[src/hw/rtl/pi4_pkg.sv]
`default_nettype none
package pi4_pkg;

  localparam logic [1:0] CMD_PIXEL = 2'd0;
  localparam logic [1:0] CMD_READ  = 2'd1;
  localparam logic [1:0] CMD_CLEAR = 2'd2;

  localparam logic KIND_BYTE = 1'b0;
  localparam logic KIND_WORD = 1'b1;

  localparam logic [4:0] LIMIT_RESET = 5'd16;

  typedef enum logic {
    ST_IDLE,
    ST_EXEC
  } ctl_state_t;

  typedef struct packed {
    logic load;
    logic exec;
  } dp_cmd_t;

  typedef struct packed {
    logic out_blocked;
  } dp_status_t;

endpackage
`default_nettype wire

[src/hw/rtl/palette_indexer_4bpp.sv]
// An accepted input word is captured into the input registers, then executed, which writes
// any result word into the output register; execute waits while a finished result word
//   is stalled in the output register. No new input word is taken until execute is done.
// Reset (rst, synchronous, active high): palette empty, pairing and overflow
//   cleared, palette_limit set to 16, output empty. Palette entries are not cleared.
`default_nettype none
module palette_indexer_4bpp import pi4_pkg::*; #(
  parameter int PALETTE_DEPTH = 16
) (
  input  wire logic        clk,
  input  wire logic        rst,
  input  wire logic        cfg_we,
  input  wire logic [4:0]  cfg_data,
  input  wire logic        in_valid,
  output logic             in_stall,
  input  wire logic [1:0]  cmd,
  input  wire logic [23:0] pixel_rgb,
  input  wire logic [3:0]  entry_index,
  output logic             out_valid,
  input  wire logic        out_stall,
  output logic             kind,
  output logic [7:0]       packed_byte,
  output logic [15:0]      palette_word,
  output logic [4:0]       palette_count,
  output logic             overflow
);

  dp_cmd_t    command;
  dp_status_t status;

  pi4_ctrl u_ctrl (
    .clk      (clk),
    .rst      (rst),
    .in_valid (in_valid),
    .in_stall (in_stall),
    .status   (status),
    .command  (command)
  );

  pi4_datapath #(
    .PALETTE_DEPTH (PALETTE_DEPTH)
  ) u_datapath (
    .clk           (clk),
    .rst           (rst),
    .command       (command),
    .status        (status),
    .cfg_we        (cfg_we),
    .cfg_data      (cfg_data),
    .cmd           (cmd),
    .pixel_rgb     (pixel_rgb),
    .entry_index   (entry_index),
    .out_valid     (out_valid),
    .out_stall     (out_stall),
    .kind          (kind),
    .packed_byte   (packed_byte),
    .palette_word  (palette_word),
    .palette_count (palette_count),
    .overflow      (overflow)
  );

endmodule
`default_nettype wire

[src/hw/rtl/pi4_ctrl.sv]
`default_nettype none
module pi4_ctrl import pi4_pkg::*; (
  input  wire logic       clk,
  input  wire logic       rst,
  input  wire logic       in_valid,
  output logic            in_stall,
  input  wire dp_status_t status,
  output dp_cmd_t         command
);

  ctl_state_t state, state_next;

  always_ff @(posedge clk) begin
    if (rst) begin
      state <= ST_IDLE;
    end else begin
      state <= state_next;
    end
  end

  always_comb begin
    state_next = state;
    case (state)
      ST_IDLE: begin
        if (in_valid) state_next = ST_EXEC;
      end
      ST_EXEC: begin
        if (!status.out_blocked) state_next = ST_IDLE;
      end
      default: state_next = ST_IDLE;
    endcase
  end

  always_comb begin
    in_stall     = 1'b1;
    command.load = 1'b0;
    command.exec = 1'b0;
    case (state)
      ST_IDLE: begin
        in_stall     = 1'b0;
        command.load = in_valid;
      end
      ST_EXEC: begin
        // hold until the output register can take a word
        command.exec = !status.out_blocked;
      end
      default: begin
        in_stall = 1'b1;
      end
    endcase
  end

endmodule
`default_nettype wire

[src/hw/rtl/pi4_datapath.sv]
`default_nettype none
module pi4_datapath import pi4_pkg::*; #(
  parameter int PALETTE_DEPTH = 16
) (
  input  wire logic        clk,
  input  wire logic        rst,
  input  wire dp_cmd_t     command,
  output dp_status_t       status,
  input  wire logic        cfg_we,
  input  wire logic [4:0]  cfg_data,
  input  wire logic [1:0]  cmd,
  input  wire logic [23:0] pixel_rgb,
  input  wire logic [3:0]  entry_index,
  output logic             out_valid,
  input  wire logic        out_stall,
  output logic             kind,
  output logic [7:0]       packed_byte,
  output logic [15:0]      palette_word,
  output logic [4:0]       palette_count,
  output logic             overflow
);

  localparam int         IDX_W    = (PALETTE_DEPTH > 1) ? $clog2(PALETTE_DEPTH) : 1;
  localparam logic [4:0] DEPTH_W5 = 5'(PALETTE_DEPTH);

  function automatic logic [15:0] swap_565(input logic [23:0] rgb);
    return {rgb[12:10], rgb[7:3], rgb[23:19], rgb[15:13]};
  endfunction

  logic [23:0] palette_store [PALETTE_DEPTH];
  logic [4:0]  color_count;
  logic [3:0]  held_nibble;
  logic        second_pending;
  logic        overflow_seen;
  logic [4:0]  palette_limit;

  logic [1:0]  cmd_q;
  logic [23:0] rgb_q;
  logic [3:0]  ei_q;

  logic [4:0]  limit_used;
  logic        any_hit;
  logic [3:0]  hit_idx;
  logic        do_add;
  logic [3:0]  pix_idx;
  logic [4:0]  count_next;
  logic        overflow_next;
  logic        emit;
  logic        out_valid_next;

  assign status.out_blocked = out_valid && out_stall;
  assign limit_used = (palette_limit < DEPTH_W5) ? palette_limit : DEPTH_W5;

  // parallel compare against every live entry, lowest index wins
  always_comb begin
    any_hit = 1'b0;
    hit_idx = 4'd0;
    for (int i = PALETTE_DEPTH - 1; i >= 0; i--) begin
      if ((5'(i) < color_count) && (palette_store[i] == rgb_q)) begin
        any_hit = 1'b1;
        hit_idx = 4'(i);
      end
    end
  end

  always_comb begin
    do_add        = 1'b0;
    pix_idx       = hit_idx;
    count_next    = color_count;
    overflow_next = overflow_seen;
    if (!any_hit) begin
      if (color_count < limit_used) begin
        do_add     = 1'b1;
        pix_idx    = color_count[3:0];
        count_next = color_count + 5'd1;
      end else begin
        pix_idx       = 4'd0;
        overflow_next = 1'b1;
      end
    end
  end

  always_comb begin
    emit = 1'b0;
    case (cmd_q)
      CMD_PIXEL: emit = second_pending;
      CMD_READ:  emit = 1'b1;
      default:   emit = 1'b0;
    endcase
  end

  always_comb begin
    if (command.exec && emit) begin
      out_valid_next = 1'b1;
    end else if (out_stall) begin
      out_valid_next = out_valid;
    end else begin
      out_valid_next = 1'b0;
    end
  end

  always_ff @(posedge clk) begin
    if (command.load) begin
      cmd_q <= cmd;
      rgb_q <= pixel_rgb;
      ei_q  <= entry_index;
    end
    if (command.exec && cmd_q == CMD_PIXEL && do_add) begin
      palette_store[color_count[IDX_W-1:0]] <= rgb_q;
    end
  end

  always_ff @(posedge clk) begin
    if (rst) begin
      color_count    <= 5'd0;
      held_nibble    <= 4'd0;
      second_pending <= 1'b0;
      overflow_seen  <= 1'b0;
      palette_limit  <= LIMIT_RESET;
      out_valid      <= 1'b0;
    end else begin
      out_valid <= out_valid_next;
      if (cfg_we) palette_limit <= cfg_data;
      if (command.exec) begin
        case (cmd_q)
          CMD_PIXEL: begin
            color_count    <= count_next;
            overflow_seen  <= overflow_next;
            second_pending <= !second_pending;
            if (!second_pending) held_nibble <= pix_idx;
          end
          CMD_CLEAR: begin
            color_count    <= 5'd0;
            held_nibble    <= 4'd0;
            second_pending <= 1'b0;
            overflow_seen  <= 1'b0;
          end
          default: begin
            color_count <= color_count;
          end
        endcase
      end
    end
  end

  // output word payload
  always_ff @(posedge clk) begin
    if (command.exec && emit) begin
      if (cmd_q == CMD_PIXEL) begin
        kind          <= KIND_BYTE;
        packed_byte   <= {held_nibble, pix_idx};
        palette_word  <= 16'd0;
        palette_count <= count_next;
        overflow      <= overflow_next;
      end else begin
        kind          <= KIND_WORD;
        packed_byte   <= 8'd0;
        // reads past the live entries return a zero word
        if ({1'b0, ei_q} < color_count) begin
          palette_word <= swap_565(palette_store[ei_q[IDX_W-1:0]]);
        end else begin
          palette_word <= 16'd0;
        end
        palette_count <= color_count;
        overflow      <= overflow_seen;
      end
    end
  end

endmodule
`default_nettype wire

[config.mk]
export PLATFORM = sky130hd
export DESIGN_NAME = palette_indexer_4bpp
export DESIGN_NICKNAME = d
export VERILOG_FILES = /design/src/hw/rtl/pi4_pkg.sv /design/src/hw/rtl/palette_indexer_4bpp.sv /design/src/hw/rtl/pi4_ctrl.sv /design/src/hw/rtl/pi4_datapath.sv
export SDC_FILE = /design/constraint.sdc
export NUM_CORES = 1
export LEC_CHECK = 0
export BUFFER_PORTS_ARGS = -buffer_cell sky130_fd_sc_hd__buf_2
export CORE_UTILIZATION = 50
export DETAILED_ROUTE_END_ITERATION = 8
export PLACE_DENSITY = 0.68
export SYNTH_ARGS = -nofsm -noshare
export SYNTH_HDL_FRONTEND = slang
export SYNTH_SLANG_ARGS = --single-unit
[constraint.sdc]
create_clock -name clk -period 7.1 [get_ports clk]
set_input_delay 0.71 -clock clk [delete_from_list [all_inputs] [get_ports clk]]
set_output_delay 0.71 -clock clk [all_outputs]
set_load 0.005 [all_outputs]
# Yosys cells after proc, flatten, opt, wreduce, memory -nomap -nowiden

Memories as Yosys holds them, arrays and structs flattened. A register that Yosys moved wholly into a read port is not among the register bits.
Index checks and enable logic that the tools add are counted.

Bitwise gates (word level): 2
Eq/ne operators: 20
$add $sub $neg: 1
Reductions and logical operators: 27
Order comparisons: 19
Multiplexer cells: 60

Operators with widths:

| kind                                                  | number |
|---|---|
| equality test 24 bit                                  | 16 |
| 2-to-1 mux 4 bit                                      | 19 |
| < comparator 4 x 5 -> 1 bit, first input constant     | 8 |
| 2-to-1 mux 1 bit                                      | 31 |
| logical AND 1 bit                                     | 20 |
| < comparator 3 x 5 -> 1 bit, first input constant     | 4 |
| 2-to-1 mux 5 bit                                      | 4 |
| < comparator 1 x 5 -> 1 bit, first input constant     | 2 |
| < comparator 2 x 5 -> 1 bit, first input constant     | 2 |
| one-hot mux 5 bit (2 select lines)                    | 1 |
| one-hot mux 1 bit (2 select lines)                    | 4 |
| one-hot mux 4 bit (2 select lines)                    | 1 |
| adder 5 x 1 -> 5 bit, second input constant           | 1 |
| < comparator 4 x 5 -> 1 bit                           | 1 |
| < comparator 5 bit                                    | 1 |
| < comparator 5 bit, second input constant             | 1 |
| AND reduction 3 bit                                   | 1 |
| equality test 2 x 1 -> 1 bit, second input constant   | 1 |
| equality test 2 bit, second input constant            | 1 |
| zero test 1 bit                                       | 2 |
| zero test 2 bit                                       | 1 |
| inequality test 2 x 1 -> 1 bit, second input constant | 1 |
| inequality test 2 bit, second input constant          | 1 |
| NOT 1 bit                                             | 2 |
| other kinds (3)                                       | 3 |

Bits in writable memories: 384
Register bits: 63
Output and inout port bits: 33
Memories kept: 1
Input bits: 40
Logic and storage cells: 144

Memory list:

| name                     | words | bits a word | read ports | clocked after Yosys merged registers in | write ports | RTL line           | source |
|---|---|---|---|---|---|---|---|
| u_datapath.palette_store | 16    | 24          | 17         | 1                                       | 1           | pi4_datapath.sv:30 | `logic [23:0] palette_store [PALETTE_DEPTH];` |

# Depth between registers and ports, before layout

Gate-level depths: netlist of the first run.

Word-level depth: 22
Mapped depth: 13
Gate-level depth less buffers: 11

# Modules after synthesis

A second synthesis of the first run with hierarchy kept.

Cells, all modules: 1365
Area, all modules: 21733.3 sq um

Modules (own cells, without submodules):

| module       | instances | area each (sq um) | cells an instance | seq. area each (sq um) |
|---|---|---|---|---|
| pi4_datapath | 1         | 21685.8           | 1360              | 13703.1 |
| pi4_ctrl     | 1         | 47.5              | 5                 | 20.0 |

# Least setup slack after synthesis of the first run

Ideal clock, no wire load.

Path type: register -> register
From: register u_datapath.rgb_q[5]
To: memory u_datapath.palette_store[11][0], enable pin
Required time: 6.665 ns
Period minus slack after synthesis: 4.747 ns
Path buffers: 4
Setup time: 0.435 ns
Path slack: 2.353 ns
Data arrival time: 4.312 ns
Stages on the path, launching flop included: 14
Cells stage by stage: edfxtp_1 buf_2 buf_2 xor2_1 nor2_1 nor4b_1 nand4_1 nand4_1 nor3_2 and3_1 buf_6 clkbuf_1 nand3_1 nor3_1

Cells in the longest elaborated chain, start to end: 22
Elaborated cells on any way between the ends: 52
Classes of those cells: eq/ne: 16; mux: 19; reduce/logical: 17

RTL lines:

| what                                     | RTL line            | source |
|---|---|---|
| start: declaration                       | pi4_datapath.sv:38  | `logic [23:0] rgb_q;` |
| start signal: assignment                 | pi4_datapath.sv:105 | `rgb_q <= pixel_rgb;` |
| equality test 24 bit                     | pi4_datapath.sv:59  | `if ((5'(i) < color_count) && (palette_store[i] == rgb_q)) begin` |
| logical AND 1 bit                        | pi4_datapath.sv:59  |  |
| 2-to-1 mux 1 bit (15 in a row)           | pi4_datapath.sv:59  |  |
| 2-to-1 mux 1 bit *                       | pi4_datapath.sv:59  |  |
| 2-to-1 mux 1 bit *                       | pi4_datapath.sv:71  | `if (!any_hit) begin` |
| logical AND 1 bit *                      | pi4_datapath.sv:108 | `if (command.exec && cmd_q == CMD_PIXEL && do_add) begin` |
| 2-to-1 mux 1 bit *                       | pi4_datapath.sv:108 |  |
| 2-to-1 mux 1 bit (implied by the code) * | pi4_datapath.sv:109 | `palette_store[color_count[IDX_W-1:0]] <= rgb_q;` |
| end: declaration                         | pi4_datapath.sv:30  |  |

Every way passes the cells marked *; elsewhere a longest branch is shown, timed or not.

# Final worst setup path of the first run

From: register u_datapath.rgb_q[4]
To: memory u_datapath.palette_store[11][15], enable pin

Same word-level chain as after synthesis.

==> results.ini, run 1 <==
[setup_path]
critPathArrivalTime_ns=5.25
r2r_setup_slack_ns=2.11
rr_worst_depth=11
crit_top_cell=buf_4
crit_fanout=27
critical_path.max_stage_delay_ns=0.93
worstSetupStartpointType=flip-flop
crit_type=flip-flop to flip-flop
crit_path_top_delay_cell=edfxtp_1
worstPathRequired_ns=7.36
crit_chain=buf_4 -> xnor2_1 -> nand4_1 -> nor4_1 -> nor4b_1 -> nand4bb_1 -> nor3_1 -> and3_1 -> nand3_1 -> nor3_2 -> buf_4
end_kind=flip-flop

[layout]
fin_nets=1648
synthToLayoutAreaGrowth_pct=12.2
multi_input_area_um2=8280
fillers=3498
drive_above_1_share_pct=17.9
seq_area_um2=13700

[placement]
port_buffers=72
place_congestion=0.971
dpl.hpwl_um=46800

[synthesis]
synth_nets=1559
syn_area_um2=22400
synth-edff-count=445
synthArstFlopShare_pct=0
synth_warnings=0
synth_largest_area_cell=edfxtp_1
synthTopCellsByArea=edfxtp_1, xnor2_1, mux4_2
syn_area_per_cell_um2=14.9
yosysSeqAreaShare_pct=61.2
synthFlopType=edfxtp_1
synth_cells=1507
synth_top_cell_area_share_pct=59.6
ys_ff_latch=463
synth_cell_type_count=62

[sta]
post-route-min-period_ns=4.99
drv_slew=0
rsz0062_at_grt=false
timing.setup.tns_ns=0
fin_skew_ns=0.0226
timing.hold.ws_ns=0.281
post-route-period-util_pct=70.3
max-slew-margin-rel_pct=25.7
fmax_ghz=0.200
setup-violations-final=0
worstMarginPinSlew_ns=1.11
hold_viol_final=0

[clocking]
clock_latency_ns=0.61
cts.path.max_buffers=3
path_clk_slew_ns=0.06
cts.hold.buffers_added=0
cts.sinks=463
cts_resized=0
cts_tree=done
root_buffer=clkbuf_16
postCtsSetupBuffers=0
h-tree-depth=2
cts_buffers=50

[detailed_routing]
via_count=14100
wl_um=67300
drtIter0Drc=1772
ant_nets=0
drc=0
routedWlPerCell_um=30.3
drt-vias-per-instance=6.35
drt_first_pass_iters=5

[floorplanning]
coreArea_um2=44200
dieHeight_um=214
rows=77
initial_utilization_pct=50.7
die_area_um2=45700
pin_count=73
die_width_um=214

[min_path]
hold_class=input port to flip-flop
hold_path_depth=1

[global_routing]
grt_usage_pct=30.2
grt_pass1_wl_um=96600
antenna_found_initial=4
grt_overflow_total=0
grt_max_degree=57
grt_pass1_vias=13500

[run_status]
status=finished clean

[power]
powerDensity_nw_per_um2=243
leakage_uw=0.00801
ir_drop_mv=0.205

[job]
max-cap-violations=0

## critical path: cells and delay by family, from the launching register on
family / cells / cell delay [ns]
simple gates: 8 / 2.77
flops: 1 / 0.93
buf+inv: 2 / 0.78
xor+xnor: 1 / 0.15
## placed cells by master, fill, tap and decap left out, drive strengths merged, types with 3 or more instances in the layout
cell type  count
nand2b         3
mux4          80
clkinv        14
nor3          22
nor2          37
bufinv         4
buf          120
nand2         47
a21oi         14
or4            9
mux2i          4
o211ai         4
o21ai         13
or2            3
clkbuf        66
a21o           6
o311ai         3
nor4b         14
nand4b         9
and3           6
nand3         27
nand4         83
xor2         167
edfxtp       445
inv           15
ha            12
a211oi         5
nor2b         19
dfxtp         18
a31oi          4
and2           8
or3            5
nor3b          3
nor4          74
and4          15
xnor2        222
## metrics by stage
stage	instance area, µm²	util (%)	instances	total power, µW	setup slack (ns)
3_3_place_gp	23500	53.2	2136	3550	2.48
6_report	25100	56.9	2224	6120	2.11
4_1_cts	25100	56.9	2223	6150	2.31
2_1_floorplan	22400	-	1507	3380	2.35
5_1_grt	25100	56.9	2223	6270	1.98
3_5_place_dp	23500	53.2	2136	3550	2.34
## Yosys cell counts (3+ instances only)
| library cell | n |
|---|---|
| a31oi_1 | 4 |
| nand3_1 | 27 |
| a211oi_1 | 5 |
| o21ai_0 | 13 |
| nor3_1 | 20 |
| nor3b_1 | 3 |
| a21o_1 | 6 |
| or4_1 | 8 |
| and2_1 | 7 |
| o211ai_1 | 4 |
| buf_1 | 10 |
| and4_1 | 15 |
| xor2_1 | 166 |
| or2_2 | 3 |
| or3_1 | 5 |
| nor4b_1 | 14 |
| nor2_1 | 37 |
| edfxtp_1 | 445 |
| nand2_1 | 47 |
| ha_1 | 12 |
| and3_1 | 6 |
| a21oi_1 | 14 |
| xnor2_1 | 222 |
| dfxtp_1 | 18 |
| nand2b_1 | 3 |
| buf_2 | 47 |
| inv_1 | 13 |
| nand4b_1 | 9 |
| nor2b_1 | 19 |
| mux4_2 | 80 |
| clkbuf_1 | 23 |
| nor4_1 | 74 |
| mux2i_1 | 4 |
| nand4_1 | 83 |
## per-layer routing
| layer | vias up | part of all wire (%) | track usage, % |
|---|---|---|---|
| met5 | - | 0 | 0 |
| met4 | 0 | 3.7 | 10.5 |
| met3 | 119 | 9.9 | 6.14 |
| met2 | 841 | 45 | 46.1 |
| met1 | 7176 | 41 | 43.2 |
| li1 | 5989 | - | - |
## state kept, by name, indices dropped and copies added (netlist names)
| signal | flops |
|---|---|
| u_datapath.palette_store | 384 |
| u_datapath.palette_count | 5 |
| u_ctrl.state | 1 |
| u_datapath.kind | 1 |
| u_datapath.cmd_q | 2 |
| u_datapath.palette_word | 16 |
| u_datapath.overflow_seen | 1 |
| u_datapath.palette_limit | 5 |
| u_datapath.ei_q | 4 |
| u_datapath.held_nibble | 4 |
| u_datapath.second_pending | 1 |
| u_datapath.rgb_q | 24 |
| u_datapath.packed_byte | 8 |
| u_datapath.color_count | 5 |
| u_datapath.out_valid | 1 |
| u_datapath.overflow | 1 |
## power by group
group	internal [µW]	switching, µW	total [µW]
Clock	1540	1080	2620
Combinational	160	294	453
Sequential	3020	31.9	3050
## kinds of logic after synthesis
family	synth area share (%)
muxes	8.32
buffers and inverters	1.95
and+or+nand+nor	10.5
xor gates and xnor gates	15.2
adders and majority gates	0.670
AOI/OAI and AO/OA	2.13
DFF	61.2
## path summary, 6_finish.rpt
check	startpoint	end
worst max-delay path	u_datapath.rgb_q[4]	u_datapath.palette_store[11][15]
worst max register to register	u_datapath.rgb_q[4]	u_datapath.palette_store[11][15]
worst min register to register	u_datapath.held_nibble[0]	u_datapath.held_nibble[0]
worst min-delay path	pixel_rgb[21]	u_datapath.rgb_q[21]
## layout make-up
type / instances / area share [%]
sequential: 463 / 54.6
multi-input combinational: 948 / 32.9
clock buffer: 66 / 5.59
tap: 592 / 2.95
timing repair buffer: 120 / 2.87
clock inverter: 21 / 0.891
inverter: 13 / 0.194
antenna: 1 / 0.00995
No activity file was read; power rests on OpenSTA's default activity.
==> run 2, diff against run 1 <==
==> constraint.sdc (replaced) <==
create_clock -name clk -period 5.1 [get_ports clk]
set_input_delay 0.51 -clock clk [delete_from_list [all_inputs] [get_ports clk]]
set_output_delay 0.51 -clock clk [all_outputs]
set_load 0.005 [all_outputs]
==> results.ini, run 2 (synthesized netlist as in run 1, its figures left out) <==
[detailed_routing]
drtIter0Drc=1765  ; -0.40%
routedWlPerCell_um=30.9  ; +2.2%
drc=0  ; unchanged
via_count=14300  ; +1.2%
ant_nets=0  ; unchanged
drt_first_pass_iters=5  ; unchanged
drt-vias-per-instance=6.35  ; about the same
wl_um=69600  ; +3.4%

[floorplanning]
coreArea_um2=44200  ; unchanged
dieHeight_um=214  ; unchanged
initial_utilization_pct=50.7  ; unchanged
pin_count=73  ; unchanged
die_area_um2=45700  ; unchanged
rows=77  ; unchanged
die_width_um=214  ; unchanged

[global_routing]
grt_pass1_vias=13800  ; +2.5%
grt_usage_pct=31.2  ; +0.95 points
grt_max_degree=66  ; +16%
grt_overflow_total=0  ; unchanged
grt_pass1_wl_um=98800  ; +2.3%
antenna_found_initial=7  ; +3

[power]
powerDensity_nw_per_um2=337  ; +39%
internal_power_uw=6560  ; +39%
leakage_uw=0.00812  ; +1.4%
ir_drop_mv=0.242  ; +18%
seqPwrFrac_pct=49.9  ; about the same
swShare_pct=23.2  ; +0.26 points
p_clk_share_pct=42.6  ; -0.2 points
p_sw_uw=1990  ; +41%
p_comb_share_pct=7.4  ; about the same
power.total_uw=8550  ; +40%

[setup_path]
end_kind=flip-flop
worstPathRequired_ns=5.42  ; -1.94 ns
crit_fanout=26  ; -3.7%
crit_type=flip-flop to flip-flop
r2r_setup_slack_ns=0.61  ; -1.49 ns
crit_path_top_delay_cell=edfxtp_1
crit_chain=buf_4 -> xor2_1 -> nor4_1 -> nand4_1 -> o21ai_0 -> nor3_1 -> and3_1 -> buf_4 -> and4_1 -> buf_4
crit_top_cell=buf_4
critPathArrivalTime_ns=4.80  ; -0.45 ns
worstSetupStartpointType=flip-flop
critical_path.max_stage_delay_ns=1.03  ; +0.10 ns

[layout]
drive_above_1_share_pct=18.7  ; +0.79 points
synthToLayoutAreaGrowth_pct=13.1
final_cell_mix=edfxtp_1, xnor2_1, xor2_1
diodes=0  ; -1
largest_reg_flops=384  ; unchanged
final_cells=2250  ; +1.2%
layout_commonest_cell=edfxtp_1
fin_nets=1669  ; +1.3%

[sta]
setup-violations-final=0  ; unchanged
timing.setup.tns_ns=0  ; unchanged
drv_slew=0  ; unchanged
post-route-period-util_pct=88.0  ; +18 points
worstMarginPinSlew_ns=1.32  ; +0.209 ns
max-slew-margin-rel_pct=11.6  ; -14 points
fin_skew_ns=0.0176  ; -0.00498 ns
rsz0062_at_grt=false
post-route-min-period_ns=4.49  ; -0.508 ns
hold_viol_final=0  ; unchanged
fmax_ghz=0.223  ; +11%
timing.hold.ws_ns=0.0807  ; -0.201 ns

[clocking]
clock_latency_ns=0.61  ; about the same
cts.sinks=463  ; unchanged
cts.hold.buffers_added=0  ; unchanged
cts_buffers=49  ; -2.0%
path_clk_slew_ns=0.06  ; about the same
cts_resized=0  ; unchanged
postCtsSetupBuffers=0  ; unchanged
cts_tree=done
h-tree-depth=2  ; unchanged
cts.path.max_buffers=3  ; unchanged
root_buffer=clkbuf_16

[run_status]
status=finished clean

[placement]
dp_cells=2158  ; +1.0%
place_congestion=0.977  ; +0.58%
port_buffers=72  ; unchanged
dpl.hpwl_um=49100  ; +4.9%

[job]
max-cap-violations=0  ; unchanged

[min_path]
hold_class=input port to flip-flop

==> run 2: cell count changes in the layout (fill, tap and decap cells not counted), sizes merged <==
| cell | delta |
|---|---|
| buf | +22 |
| clkinv | +9 |
| clkbuf | -7 |
| bufinv | +2 |
| clkinvlp | +2 |
| diode | -1 |
| inv | -1 |
==> run 2: path summary, 6_finish.rpt <==
| path | depth (start not counted) | end | startpoint |
|---|---|---|---|
| worst max register to register | 10 | u_datapath.palette_store[1][4] | u_datapath.rgb_q[1] |
| worst max-delay path | 10 | u_datapath.palette_store[1][4] | u_datapath.rgb_q[1] |
| worst min-delay path | 1 | u_datapath.rgb_q[21] | pixel_rgb[21] |
| worst min register to register | 2 | u_datapath.out_valid | u_datapath.out_valid |
==> run 2: cell type report <==
cell class,instances,area [µm²]
fillers,3398,18900
clock buffers,59,1310
repair buffers,142,948
multi-input cells,948,8280
inverters,13,48.8
flip-flops and latches,463,13700
clock inverters,33,317
well taps,592,741
==> run 2: power by group through the flow <==
stage / Sequential [µW] / Clock [µW] / Combinational [µW]
3_5_place_dp: 4350 / 0 / 624
5_1_grt: 4270 / 3810 / 668
2_1_floorplan: 4310 / 0 / 395
3_3_place_gp: 4350 / 0 / 627
4_1_cts: 4270 / 3670 / 626
6_report: 4270 / 3650 / 634
==> run 2: worst max-delay path, delay by kind of cell, from the launching register on <==
family	cells	cell delay [ns]
simple gates	5	1.38
buf+inv	3	1.04
flops	1	1.03
compound gates	1	0.57
xor+xnor	1	0.13
==> run 2: stage by stage <==
| stage | util, % | cell area (µm²) | setup slack [ns] |
|---|---|---|---|
| after global routing | 57.4 | 25400 | 0.524 |
| after floorplan | - | 22400 | 0.353 |
| after detailed placement | 53.7 | 23700 | 0.731 |
| after global placement | 53.7 | 23700 | 0.723 |
| after CTS | 57.4 | 25400 | 0.705 |
| final | 57.4 | 25400 | 0.613 |
==> run 2: routing by layer <==
layer  vias up  global-route usage [%]  wire length, µm
met5         -                       0               34
met4         4                    14.0             3360
met3       193                    6.40             6350
met2       854                    48.4            31800
met1      7210                    42.4            28000
li1       6033                       -                -
